**src/design/svf_pkg.sv**
```systemverilog
`timescale 1ns / 1ps
`default_nettype none

package svf_pkg;

  // Field and register widths
  localparam int SAMPLE_W        = 19;
  localparam int OUT_W           = 32;
  localparam int CUTOFF_W        = 13;
  localparam int RES_W           = 5;
  localparam int QD_W            = 8;
  localparam int K_W             = 10;
  localparam int SHIFT_W         = 5;
  localparam int CFG_IDX_W       = 2;
  localparam int CFG_DATA_W      = CUTOFF_W;
  localparam int STATE_WIDTH_DEF = 32;

  // Cutoff decode
  localparam logic [CUTOFF_W-1:0] K_FULL_CODE = 13'h1FFE;
  localparam logic [K_W-1:0]      K_BASE      = 10'd256;
  localparam logic [K_W-1:0]      K_FULL      = 10'd512;
  localparam logic [SHIFT_W-1:0]  SHIFT_BASE  = 5'd24;

  // High term clamp bounds, signed 24 bits
  localparam logic signed [23:0] CLAMP_MAX = 24'sh7FFFFF;
  localparam logic signed [23:0] CLAMP_MIN = -24'sh800000;

  // Output saturation bounds
  localparam logic signed [OUT_W-1:0] OUT_MAX = 32'sh7FFFFFFF;
  localparam logic signed [OUT_W-1:0] OUT_MIN = -32'sh80000000;

  // Configuration register indexes
  typedef enum logic [CFG_IDX_W-1:0] {
    CFG_CUTOFF    = 2'd0,
    CFG_RESONANCE = 2'd1,
    CFG_CLAMP     = 2'd2
  } cfg_idx_t;

  // Damping factor per resonance index, least resonant first
  function automatic logic [QD_W-1:0] damp_lookup(input logic [RES_W-1:0] idx);
    logic [QD_W-1:0] qd;
    case (idx)
      5'd0:    qd = 8'd192;
      5'd1:    qd = 8'd176;
      5'd2:    qd = 8'd160;
      5'd3:    qd = 8'd144;
      5'd4:    qd = 8'd128;
      5'd5:    qd = 8'd120;
      5'd6:    qd = 8'd112;
      5'd7:    qd = 8'd104;
      5'd8:    qd = 8'd96;
      5'd9:    qd = 8'd88;
      5'd10:   qd = 8'd80;
      5'd11:   qd = 8'd72;
      5'd12:   qd = 8'd64;
      5'd13:   qd = 8'd60;
      5'd14:   qd = 8'd56;
      5'd15:   qd = 8'd52;
      5'd16:   qd = 8'd48;
      5'd17:   qd = 8'd44;
      5'd18:   qd = 8'd40;
      5'd19:   qd = 8'd36;
      5'd20:   qd = 8'd32;
      5'd21:   qd = 8'd30;
      5'd22:   qd = 8'd28;
      5'd23:   qd = 8'd26;
      5'd24:   qd = 8'd24;
      5'd25:   qd = 8'd22;
      5'd26:   qd = 8'd20;
      5'd27:   qd = 8'd18;
      5'd28:   qd = 8'd16;
      5'd29:   qd = 8'd15;
      5'd30:   qd = 8'd14;
      5'd31:   qd = 8'd13;
      default: qd = 8'd192;
    endcase
    return qd;
  endfunction

endpackage

`default_nettype wire

```
**src/design/state_variable_filter_step.sv**
```systemverilog
`timescale 1ns / 1ps
`default_nettype none

// Two-integrator state variable filter, one signed sample per transaction, giving the
// low-pass, band-pass and high-pass values of that step. One multiplier is shared by
// the three dependent products of a step (damping, band update, low update), each
// followed by an add-and-saturate step; the input stays stalled from the accepted
// sample until its result is registered, so a new sample is taken only back in idle.
// A new sample is accepted while the previous result still sits in the output
// register; if that result is still stalled when the new sample reaches its last
// step, the new sample waits there for as long as the stall lasts. Configuration
// writes are always ready and take effect from the next cycle, so write them only
// while no sample is in flight. STATE_WIDTH sets the integrator width; outputs are
// saturated to 32 bits.
module state_variable_filter_step #(
  parameter int STATE_WIDTH = svf_pkg::STATE_WIDTH_DEF
) (
  input  wire logic                                clk,
  input  wire logic                                rst_n,
  // input sample channel
  input  wire logic                                in_valid,
  output logic                                     in_stall,
  input  wire logic signed [svf_pkg::SAMPLE_W-1:0] in_sample_in,
  // result channel
  output logic                                     out_valid,
  input  wire logic                                out_stall,
  output logic signed [svf_pkg::OUT_W-1:0]         out_low_out,
  output logic signed [svf_pkg::OUT_W-1:0]         out_band_out,
  output logic signed [svf_pkg::OUT_W-1:0]         out_high_out,
  // configuration write channel
  input  wire logic                                cfg_valid,
  output logic                                     cfg_ready,
  input  wire logic [svf_pkg::CFG_IDX_W-1:0]       cfg_index,
  input  wire logic [svf_pkg::CFG_DATA_W-1:0]      cfg_data
);
  import svf_pkg::*;

  localparam int SW = STATE_WIDTH;
  localparam int AW = SW + 3;      // high term width
  localparam int BW = K_W + 1;     // signed coefficient width
  localparam int PW = AW + BW;     // product width

  localparam logic signed [PW-1:0] S_MAX = PW'((64'd1 << (SW - 1)) - 64'd1);
  localparam logic signed [PW-1:0] S_MIN = -S_MAX - PW'(1);

  typedef enum logic [2:0] {
    ST_IDLE,
    ST_DAMP,
    ST_HIGH,
    ST_MULH,
    ST_BAND,
    ST_MULB,
    ST_LOW
  } state_t;

  state_t                      state_r, state_nxt;
  logic signed [SAMPLE_W-1:0]  x_r, x_nxt;
  logic signed [AW-1:0]        h_r, h_nxt;
  logic signed [PW-1:0]        p_r, p_nxt;
  logic signed [SW-1:0]        band_r, band_nxt;
  logic signed [SW-1:0]        low_r, low_nxt;
  logic                        out_valid_r, out_valid_nxt;
  logic signed [OUT_W-1:0]     out_low_r, out_low_nxt;
  logic signed [OUT_W-1:0]     out_band_r, out_band_nxt;
  logic signed [OUT_W-1:0]     out_high_r, out_high_nxt;
  logic [CUTOFF_W-1:0]         cutoff_r, cutoff_nxt;
  logic [RES_W-1:0]            res_r, res_nxt;
  logic                        clamp_r, clamp_nxt;

  logic [K_W-1:0]              k;
  logic [SHIFT_W-1:0]          shift;
  logic [QD_W-1:0]             qd;
  logic signed [AW-1:0]        mul_a;
  logic signed [BW-1:0]        mul_b;
  logic signed [PW-1:0]        mul_p;
  logic signed [PW-1:0]        d_term;
  logic signed [PW-1:0]        h_full;
  logic signed [PW-1:0]        h_lim;
  logic signed [PW-1:0]        ceil_mask;
  logic signed [PW-1:0]        band_sum;
  logic signed [PW-1:0]        low_sum;
  logic signed [SW-1:0]        low_new;
  logic                        in_accept;
  logic                        out_free;

  // Saturate a product-width value to the integrator width
  function automatic logic signed [SW-1:0] sat_state(input logic signed [PW-1:0] v);
    logic signed [PW-1:0] t;
    t = v;
    if (v > S_MAX) t = S_MAX;
    else if (v < S_MIN) t = S_MIN;
    return SW'(t);
  endfunction

  // Saturate a product-width value to the output width
  function automatic logic signed [OUT_W-1:0] sat_out(input logic signed [PW-1:0] v);
    logic signed [PW-1:0] t;
    t = v;
    if (v > PW'(OUT_MAX)) t = PW'(OUT_MAX);
    else if (v < PW'(OUT_MIN)) t = PW'(OUT_MIN);
    return OUT_W'(t);
  endfunction

  // Decode cutoff and resonance
  assign k     = (cutoff_r >= K_FULL_CODE) ? K_FULL : (K_BASE + K_W'(cutoff_r[8:1]));
  assign shift = SHIFT_BASE - {1'b0, cutoff_r[12:9]};
  assign qd    = damp_lookup(res_r);

  // Shared multiplier operand select
  always_comb begin
    mul_a = AW'(band_r);
    mul_b = BW'({3'b000, qd});
    case (state_r)
      ST_DAMP: begin
        mul_a = AW'(band_r);
        mul_b = BW'({3'b000, qd});
      end
      ST_MULH: begin
        mul_a = h_r;
        mul_b = BW'({1'b0, k});
      end
      ST_MULB: begin
        mul_a = AW'(band_r);
        mul_b = BW'({1'b0, k});
      end
      default: begin
        mul_a = AW'(band_r);
        mul_b = BW'({3'b000, qd});
      end
    endcase
  end

  assign mul_p = PW'(mul_a) * PW'(mul_b);

  // Damping rounded up, then high term with optional clamp
  assign d_term = ((p_r + PW'(255)) >>> 8) <<< 1;
  assign h_full = PW'(x_r) - PW'(low_r) - d_term;

  always_comb begin
    h_lim = h_full;
    if (clamp_r) begin
      if (h_full > PW'(CLAMP_MAX)) h_lim = PW'(CLAMP_MAX);
      else if (h_full < PW'(CLAMP_MIN)) h_lim = PW'(CLAMP_MIN);
    end
  end

  // Integrator updates: band rounds down, low rounds up
  assign ceil_mask = (PW'(1) << shift) - PW'(1);
  assign band_sum  = PW'(band_r) + (p_r >>> shift);
  assign low_sum   = PW'(low_r) + ((p_r + ceil_mask) >>> shift);
  assign low_new   = sat_state(low_sum);

  assign in_accept = in_valid && !in_stall;
  assign out_free  = !(out_valid_r && out_stall);

  // Sequencer and datapath next state
  always_comb begin
    state_nxt     = state_r;
    x_nxt         = x_r;
    h_nxt         = h_r;
    p_nxt         = p_r;
    band_nxt      = band_r;
    low_nxt       = low_r;
    out_valid_nxt = out_valid_r && out_stall;
    out_low_nxt   = out_low_r;
    out_band_nxt  = out_band_r;
    out_high_nxt  = out_high_r;
    cutoff_nxt    = cutoff_r;
    res_nxt       = res_r;
    clamp_nxt     = clamp_r;

    // take configuration writes
    if (cfg_valid && cfg_ready) begin
      case (cfg_idx_t'(cfg_index))
        CFG_CUTOFF:    cutoff_nxt = cfg_data[CUTOFF_W-1:0];
        CFG_RESONANCE: res_nxt    = cfg_data[RES_W-1:0];
        CFG_CLAMP:     clamp_nxt  = cfg_data[0];
        default: ;
      endcase
    end

    case (state_r)
      ST_IDLE: begin
        if (in_accept) begin
          x_nxt     = in_sample_in;
          state_nxt = ST_DAMP;
        end
      end
      ST_DAMP: begin
        p_nxt     = mul_p;
        state_nxt = ST_HIGH;
      end
      ST_HIGH: begin
        h_nxt     = AW'(h_lim);
        state_nxt = ST_MULH;
      end
      ST_MULH: begin
        p_nxt     = mul_p;
        state_nxt = ST_BAND;
      end
      ST_BAND: begin
        band_nxt  = sat_state(band_sum);
        state_nxt = ST_MULB;
      end
      ST_MULB: begin
        p_nxt     = mul_p;
        state_nxt = ST_LOW;
      end
      ST_LOW: begin
        // hold until the output register is free
        if (out_free) begin
          low_nxt       = low_new;
          out_valid_nxt = 1'b1;
          out_low_nxt   = sat_out(PW'(low_new));
          out_band_nxt  = sat_out(PW'(band_r));
          out_high_nxt  = sat_out(PW'(h_r));
          state_nxt     = ST_IDLE;
        end
      end
      default: state_nxt = ST_IDLE;
    endcase
  end

  // Hold state, integrators, configuration and registered outputs
  always_ff @(posedge clk) begin
    if (!rst_n) begin
      state_r     <= ST_IDLE;
      band_r      <= '0;
      low_r       <= '0;
      out_valid_r <= 1'b0;
      cutoff_r    <= '0;
      res_r       <= '0;
      clamp_r     <= 1'b1;
    end else begin
      state_r     <= state_nxt;
      band_r      <= band_nxt;
      low_r       <= low_nxt;
      out_valid_r <= out_valid_nxt;
      cutoff_r    <= cutoff_nxt;
      res_r       <= res_nxt;
      clamp_r     <= clamp_nxt;
    end
    x_r        <= x_nxt;
    h_r        <= h_nxt;
    p_r        <= p_nxt;
    out_low_r  <= out_low_nxt;
    out_band_r <= out_band_nxt;
    out_high_r <= out_high_nxt;
  end

  assign in_stall     = (state_r != ST_IDLE);
  assign out_valid    = out_valid_r;
  assign out_low_out  = out_low_r;
  assign out_band_out = out_band_r;
  assign out_high_out = out_high_r;
  assign cfg_ready    = 1'b1;

endmodule

`default_nettype wire

```
**config.mk**
```make
export PLATFORM = sky130hd
export DESIGN_NAME = state_variable_filter_step
export DESIGN_NICKNAME = d
export VERILOG_FILES = /design/src/design/svf_pkg.sv /design/src/design/state_variable_filter_step.sv
export SDC_FILE = /design/constraint.sdc
export NUM_CORES = 2
export LEC_CHECK = 0
export BUFFER_PORTS_ARGS = -buffer_cell sky130_fd_sc_hd__buf_4
export CORE_MARGIN = 3
export CORE_UTILIZATION = 40
export DETAILED_ROUTE_END_ITERATION = 12
export PLACE_DENSITY = 0.58
export SLEW_MARGIN = 10
export SYNTH_ARGS = -nofsm -noshare
export SYNTH_HDL_FRONTEND = slang
export SYNTH_SLANG_ARGS = --single-unit
export TNS_END_PERCENT = 100
```
**constraint.sdc**
```tcl
create_clock -name clk -period 30.7 [get_ports clk]
set_input_delay 6.14 -clock clk [delete_from_list [all_inputs] [get_ports clk]]
set_output_delay 6.14 -clock clk [all_outputs]
set_load 0.1 [all_outputs]
```
After elaboration in Yosys (flattened, before gate mapping)
Memory sizes are Yosys's and may differ from the RTL's. A register that Yosys moved wholly into a read port is not among the register bits. Cells that the tools add are included. Widths: inputs -> output; s select.

Register bits after elaboration: 283. Bits in latches: 0. RAM bits: 0. Bits in read-only memories: 256. Input bits: 39. Output and inout port bits: 99. Memories kept: 1.

Memories: (no name shown) (depth 32, width 8, read ports 1, clocked after memory_dff 1, wr ports 0, RTL line svf_pkg.sv:42) `case (idx)`.

Add/sub/neg operators: 9. Multipliers: 1. Divide/modulo/power cells: 0. $lt $le $gt $ge: 13. Eq/ne operators: 10. Shift-type cells: 3. Multiplexer cells: 19. Bitwise operators: 1. Reduce and logical (&&, ||, !) cells: 14.

Operator list (number): $mux 32 (7); $mux 35 (4); $add 32x46->46 (2); $gt 46x32->1 const B (2); $lt 46x32->1 const B (2); $sshr 46x5->46 (2); $gt 32x32->1 const B (2); $lt 32x32->1 const B (2); $add 46x46->46 (1); $add 46x9->46 const B (1); $mul 35x11->46 (1); $shl 1x5->46 const A (1); $sub 46x2->46 const B (1); $gt 40x24->1 const B (1); $lt 40x24->1 const B (1); $sub 33x39->40 (1); $gt 35x32->1 const B (1); $lt 35x32->1 const B (1); $sub 19x32->33 (1); $pmux 3 s7 (1); $mux 10 (2); $ge 13x13->1 const B (1); $reduce_and 2->1 (6); $add 9x8->10 const A (1); other kinds (18) (25).

Logic depth before layout (Yosys ltp)
Depth after elaboration: 11. Gate-level depth with buffers: 43. Mapped depth without buffers: 36.

Worst setup path before layout
Ideal clock, no wire load.

Path kind: register to register. Start point: register cutoff_r[9]. End point: register out_low_r[30] (netlist: out_low_out[30]) (data pin). Data arrival time: 9592 ps. Required time: 30436 ps. Slack: 20844 ps. Stages on the path, launching flop included: 41. Buffers on the path: 9. Clock period less this slack: 9856 ps. Path through: dfxtp_1 -> clkbuf_1 -> inv_2 -> buf_1 -> buf_1 -> ha_1 -> xor2_1 -> clkbuf_1 -> clkbuf_1 -> clkbuf_1 -> nor3_1 -> nand2_1 -> ha_1 -> inv_1 -> ha_1 -> clkbuf_1 -> a21oi_1 -> nand2_1 -> (+5 left out) -> inv_1 -> mux4_2 -> a22o_1 -> mux2i_1 -> o21ai_0 -> ha_1 -> clkbuf_1 -> a21o_1 -> o41ai_1 -> a41oi_1 -> a21boi_1 -> a221oi_1 -> or4b_1 -> o211a_1 -> a2111oi_0 -> a41o_1 -> buf_1 -> nand2_1.

Word-level cells in the longest chain between the ends: 11. Elaborated cells between the ends (all ways): 13.

RTL lines: start, declared (RTL line state_variable_filter_step.sv:66) `logic [CUTOFF_W-1:0] cutoff_r, cutoff_nxt;`; start signal, assigned (RTL line state_variable_filter_step.sv:239) `cutoff_r <= cutoff_nxt;`; $sub 5x4->5 * (RTL line state_variable_filter_step.sv:106) `assign shift = SHIFT_BASE - {1'b0, cutoff_r[12:9]};`; $shl 1x5->46 (RTL line state_variable_filter_step.sv:148) `assign ceil_mask = (PW'(1) << shift) - PW'(1);`; $sub 46x2->46 (RTL line state_variable_filter_step.sv:148); $add 46x46->46 (RTL line state_variable_filter_step.sv:150) `assign low_sum = PW'(low_r) + ((p_r + ceil_mask) >>> shift);`; $sshr 46x5->46 * (RTL line state_variable_filter_step.sv:150); $add 32x46->46 * (RTL line state_variable_filter_step.sv:150); $lt 46x32->1 (RTL line state_variable_filter_step.sv:91) `else if (v < S_MIN) t = S_MIN;`; $mux 32 (RTL line state_variable_filter_step.sv:91); $mux 32 * (RTL line state_variable_filter_step.sv:90) `if (v > S_MAX) t = S_MAX;`; $lt 32x32->1 (RTL line state_variable_filter_step.sv:100) `else if (v < PW'(OUT_MIN)) t = PW'(OUT_MIN);`; $mux 32 (RTL line state_variable_filter_step.sv:100); end signal, assigned (RTL line state_variable_filter_step.sv:246) `out_low_r <= out_low_nxt;`; end, declared (RTL line state_variable_filter_step.sv:63) `logic signed [OUT_W-1:0] out_low_r, out_low_nxt;`.

Mark *: on every way between the ends. The rest lies on a longest branch, timed or not. A chain may end at the register's enable or synchronous reset.

Worst setup path in the final report
Start point: register cutoff_r[9]. End point: register low_r[30].

Word-level cells in the longest chain between the ends: 9. Elaborated cells between the ends (all ways): 10.

RTL lines: $sub 5x4->5 * (RTL line state_variable_filter_step.sv:106); $shl 1x5->46 (RTL line state_variable_filter_step.sv:148); $sub 46x2->46 (RTL line state_variable_filter_step.sv:148); $add 46x46->46 (RTL line state_variable_filter_step.sv:150); $sshr 46x5->46 * (RTL line state_variable_filter_step.sv:150); $add 32x46->46 * (RTL line state_variable_filter_step.sv:150); $lt 46x32->1 (RTL line state_variable_filter_step.sv:91); $mux 32 (RTL line state_variable_filter_step.sv:91); $mux 32 * (RTL line state_variable_filter_step.sv:90); end signal, assigned (RTL line state_variable_filter_step.sv:237) `low_r <= low_nxt;`; end, declared (RTL line state_variable_filter_step.sv:61) `logic signed [SW-1:0] low_r, low_nxt;`.

Marks and branches as above.

==> metrics.cfg <==
[run_status]
status = finished, final reports clean

[finish]
drive_above_1_share_pct = 7.963
most-common-layout-cells = 673 x nand2_1, 559 x inv_1, 396 x nor2_1, 339 x o21ai_0, 338 x fa_1
syn2layout_area_growth_pct = 8.388
fillers = 10064
nNetsFinal = 5583
final_common_cell = nand2_1

[floorplan]
ios = 138
dieWidth_um = 325.0
die_h_um = 325.0
core_area_sq_um = 100600
initial_utilization_pct = 40.47
die_area_sq_um = 105600
placementRows = 116

[critical_path]
r2r-start = cutoff_r[9]$_SDFFE_PN0P_
cp-endpoint = low_r[30]$_SDFFE_PN0P_
arrival_ns = 12.49
critPathRequiredTime_ns = 31.17
max_stage_delay_ns = 0.69
cp-end-kind = flip-flop
cp_max_fo = 67
r2r-end = low_r[30]$_SDFFE_PN0P_
cp-start-kind = flip-flop
startpoint = cutoff_r[9]$_SDFFE_PN0P_
slowest_stage = a311oi_1
reg2reg_slack_ns = 18.69
crit_type = reg -> reg
reg2reg_depth = 35

[timing]
worst_slew_pin_slew_ns = 1.262
rsz0062_at_grt = false
maxSlewViolCount = 0
fin_hold_ws_ns = 0.4776
layout_min_cycle_time_ns = 12.01
hold_viol = 0
setup_viol = 0
setup-tns-final_ns = 0
clock_skew_ns = 0.04114
relSlewSlack_pct = 14.66
fin_crit_sh_pct = 39.13
max_freq_mhz = 83.24

[clock_tree]
cts_tree = done
clock-sinks = 291
hold_buffers = 0
path_clk_slew_ns = 0.07
clock_path_buffers = 3
root_buffer = clkbuf_16
post_cts_buffers = 0
clock_latency_ns = 0.61
numCtsBuffers = 38
cts_resized = 0
cts_max_level = 2

[placed_design]
io_buffer_count = 136
gp_congestion = 0.9740
hpwl_mm = 115.1

[global_routing]
grt_max_degree = 79
grt_pass1_vias = 34814
grt-ovfl-total = 0
grt_pass1_wl_mm = 218.8
grt_util_all_layers_pct = 26.73
antenna_found_initial = 2

[power_and_ir_drop]
power.density_nw_per_um2 = 43.30
vdd.ir_drop.worst_uv = 35.41
power_leakage_nw = 19.46
finalPower_mw = 1.911

[yosys]
ys_ff_latch = 291
synth.distinct_cells = 101
synth-async-reset-ratio_pct = 0
synth_edf_count = 196
seq_area_frac_synth_pct = 19.13
synth_area_sq_um = 40710
ys_warn_count = 0
synth_area_per_cell_sq_um = 8.262
synth_ff_type = edfxtp_1
syn_inst = 4927

[route]
post_drt_wl_per_cell_um = 22.85
first_pass_iters = 6
initialDrtViolationCount = 3755
drc_errors = 0
antenna_left = 0
viasPerCell = 5.740
wl_mm = 143.3
route.vias.total = 35989

[run]
maxCapViolations = 0

[worst_hold_path]
hold_class = reg -> reg

## metal layers
layer	vias up	global-route usage, %	share of wire, %
li1	16816	-	-
met1	17567	38.86	45
met2	1415	40.79	43
met3	191	4.357	8.3
met4	0	7.862	3.2
met5	-	0	0
## per-stage QoR
| step | area [sq um] | std cells | setup slack (ns) | util (%) |
|---|---|---|---|---|
| floorplan | 40720 | 4931 | 20.84 | - |
| global route | 44110 | 6267 | 17.92 | 43.86 |
| finish | 44120 | 6270 | 18.69 | 43.87 |
| detailed placement | 42860 | 6197 | 18.92 | 42.62 |
| CTS | 44110 | 6267 | 18.85 | 43.86 |
| global placement | 42860 | 6197 | 19.06 | 42.62 |
## logic make-up (layout without fill, tap and decap cells)
kind of cell / after synthesis / in the layout / share of synthesized area (%)
xor gates and xnor gates: 241 / 241 / 5.219
buffers and inverters: 832 / 811 / 7.783
and+or+nand+nor: 1467 / 1467 / 15.85
muxes: 181 / 181 / 5.815
adders and majority gates: 664 / 664 / 26.64
DFF: 291 / 291 / 19.13
AOI/OAI and AO/OA: 1250 / 1250 / 19.55
other: 1 / 8 / 0.009212
## power by group
group / internal, mW / switching (mW)
registers: 0.456 / 0.0369
clock network: 0.261 / 0.197
logic: 0.335 / 0.625
## cell type report
class | count | area, sq um | area share, %
Antenna cell | 3 | 7.507 | 0.01701
Tap cell | 1357 | 1698 | 3.848
Clock inverter | 18 | 162.7 | 0.3687
Inverter | 562 | 2110 | 4.781
Timing Repair Buffer | 179 | 1344 | 3.046
Multi-Input combinational cell | 3808 | 29920 | 67.82
Clock buffer | 52 | 1086 | 2.461
Sequential cell | 291 | 7791 | 17.66
## worst min path at each step
stage	from	end	cells after the start
after floorplan	cutoff_r[0]$_SDFFE_PN0P_	cutoff_r[0]$_SDFFE_PN0P_	2
after CTS	cutoff_r[4]$_SDFFE_PN0P_	cutoff_r[4]$_SDFFE_PN0P_	2
after global routing	cutoff_r[1]$_SDFFE_PN0P_	cutoff_r[1]$_SDFFE_PN0P_	2
after detailed placement	cutoff_r[8]$_SDFFE_PN0P_	cutoff_r[8]$_SDFFE_PN0P_	2
final	cutoff_r[4]$_SDFFE_PN0P_	cutoff_r[4]$_SDFFE_PN0P_	2
after global placement	cutoff_r[4]$_SDFFE_PN0P_	cutoff_r[4]$_SDFFE_PN0P_	2
## state kept, by name, indices dropped and copies added (netlist names)
name / count
band_r: 32
clamp_r: 1
cutoff_r: 13
h_r: 35
low_r: 32
out_band_out: 32
out_high_out: 32
out_low_out: 32
out_valid: 1
p_r: 46
qd: 8
res_r: 5
state_r: 3
x_r: 19
## critical path, delay by kind of cell, from the launching register on
| kind | cells | cell delay [ns] |
|---|---|---|
| and+or+nand+nor | 11 | 3.48 |
| AOI/OAI and AO/OA | 13 | 4.43 |
| buffers and inverters | 4 | 1.16 |
| DFF | 1 | 0.49 |
| xor gates and xnor gates | 2 | 0.39 |
| muxes | 2 | 0.81 |
| adders and majority gates | 3 | 1.09 |
## synthesized netlist by cell type (29+ instances only)
library cell | number | area [sq um]
a211oi_1 | 44 | 330.3
nand4_1 | 42 | 262.8
nor2_1 | 400 | 1501
edfxtp_1 | 196 | 5886
dfxtp_1 | 95 | 1902
and2_1 | 40 | 250.2
nand2_1 | 674 | 2530
nand2b_1 | 35 | 219.0
nand3_1 | 78 | 390.4
a21o_1 | 147 | 1104
o21a_1 | 36 | 270.3
a31oi_1 | 29 | 181.4
nor3_1 | 50 | 250.2
o21bai_1 | 38 | 285.3
mux4_2 | 43 | 968.4
xor2_1 | 75 | 656.9
xnor2_1 | 165 | 1445
o21ai_0 | 340 | 1702
mux2i_1 | 124 | 1241
and3_1 | 32 | 200.2
inv_1 | 559 | 2098
fa_1 | 338 | 6766
clkbuf_1 | 237 | 889.6
o211ai_1 | 49 | 367.9
a21oi_1 | 336 | 1682
ha_1 | 326 | 4079
Power figures use the tool's default switching activity.
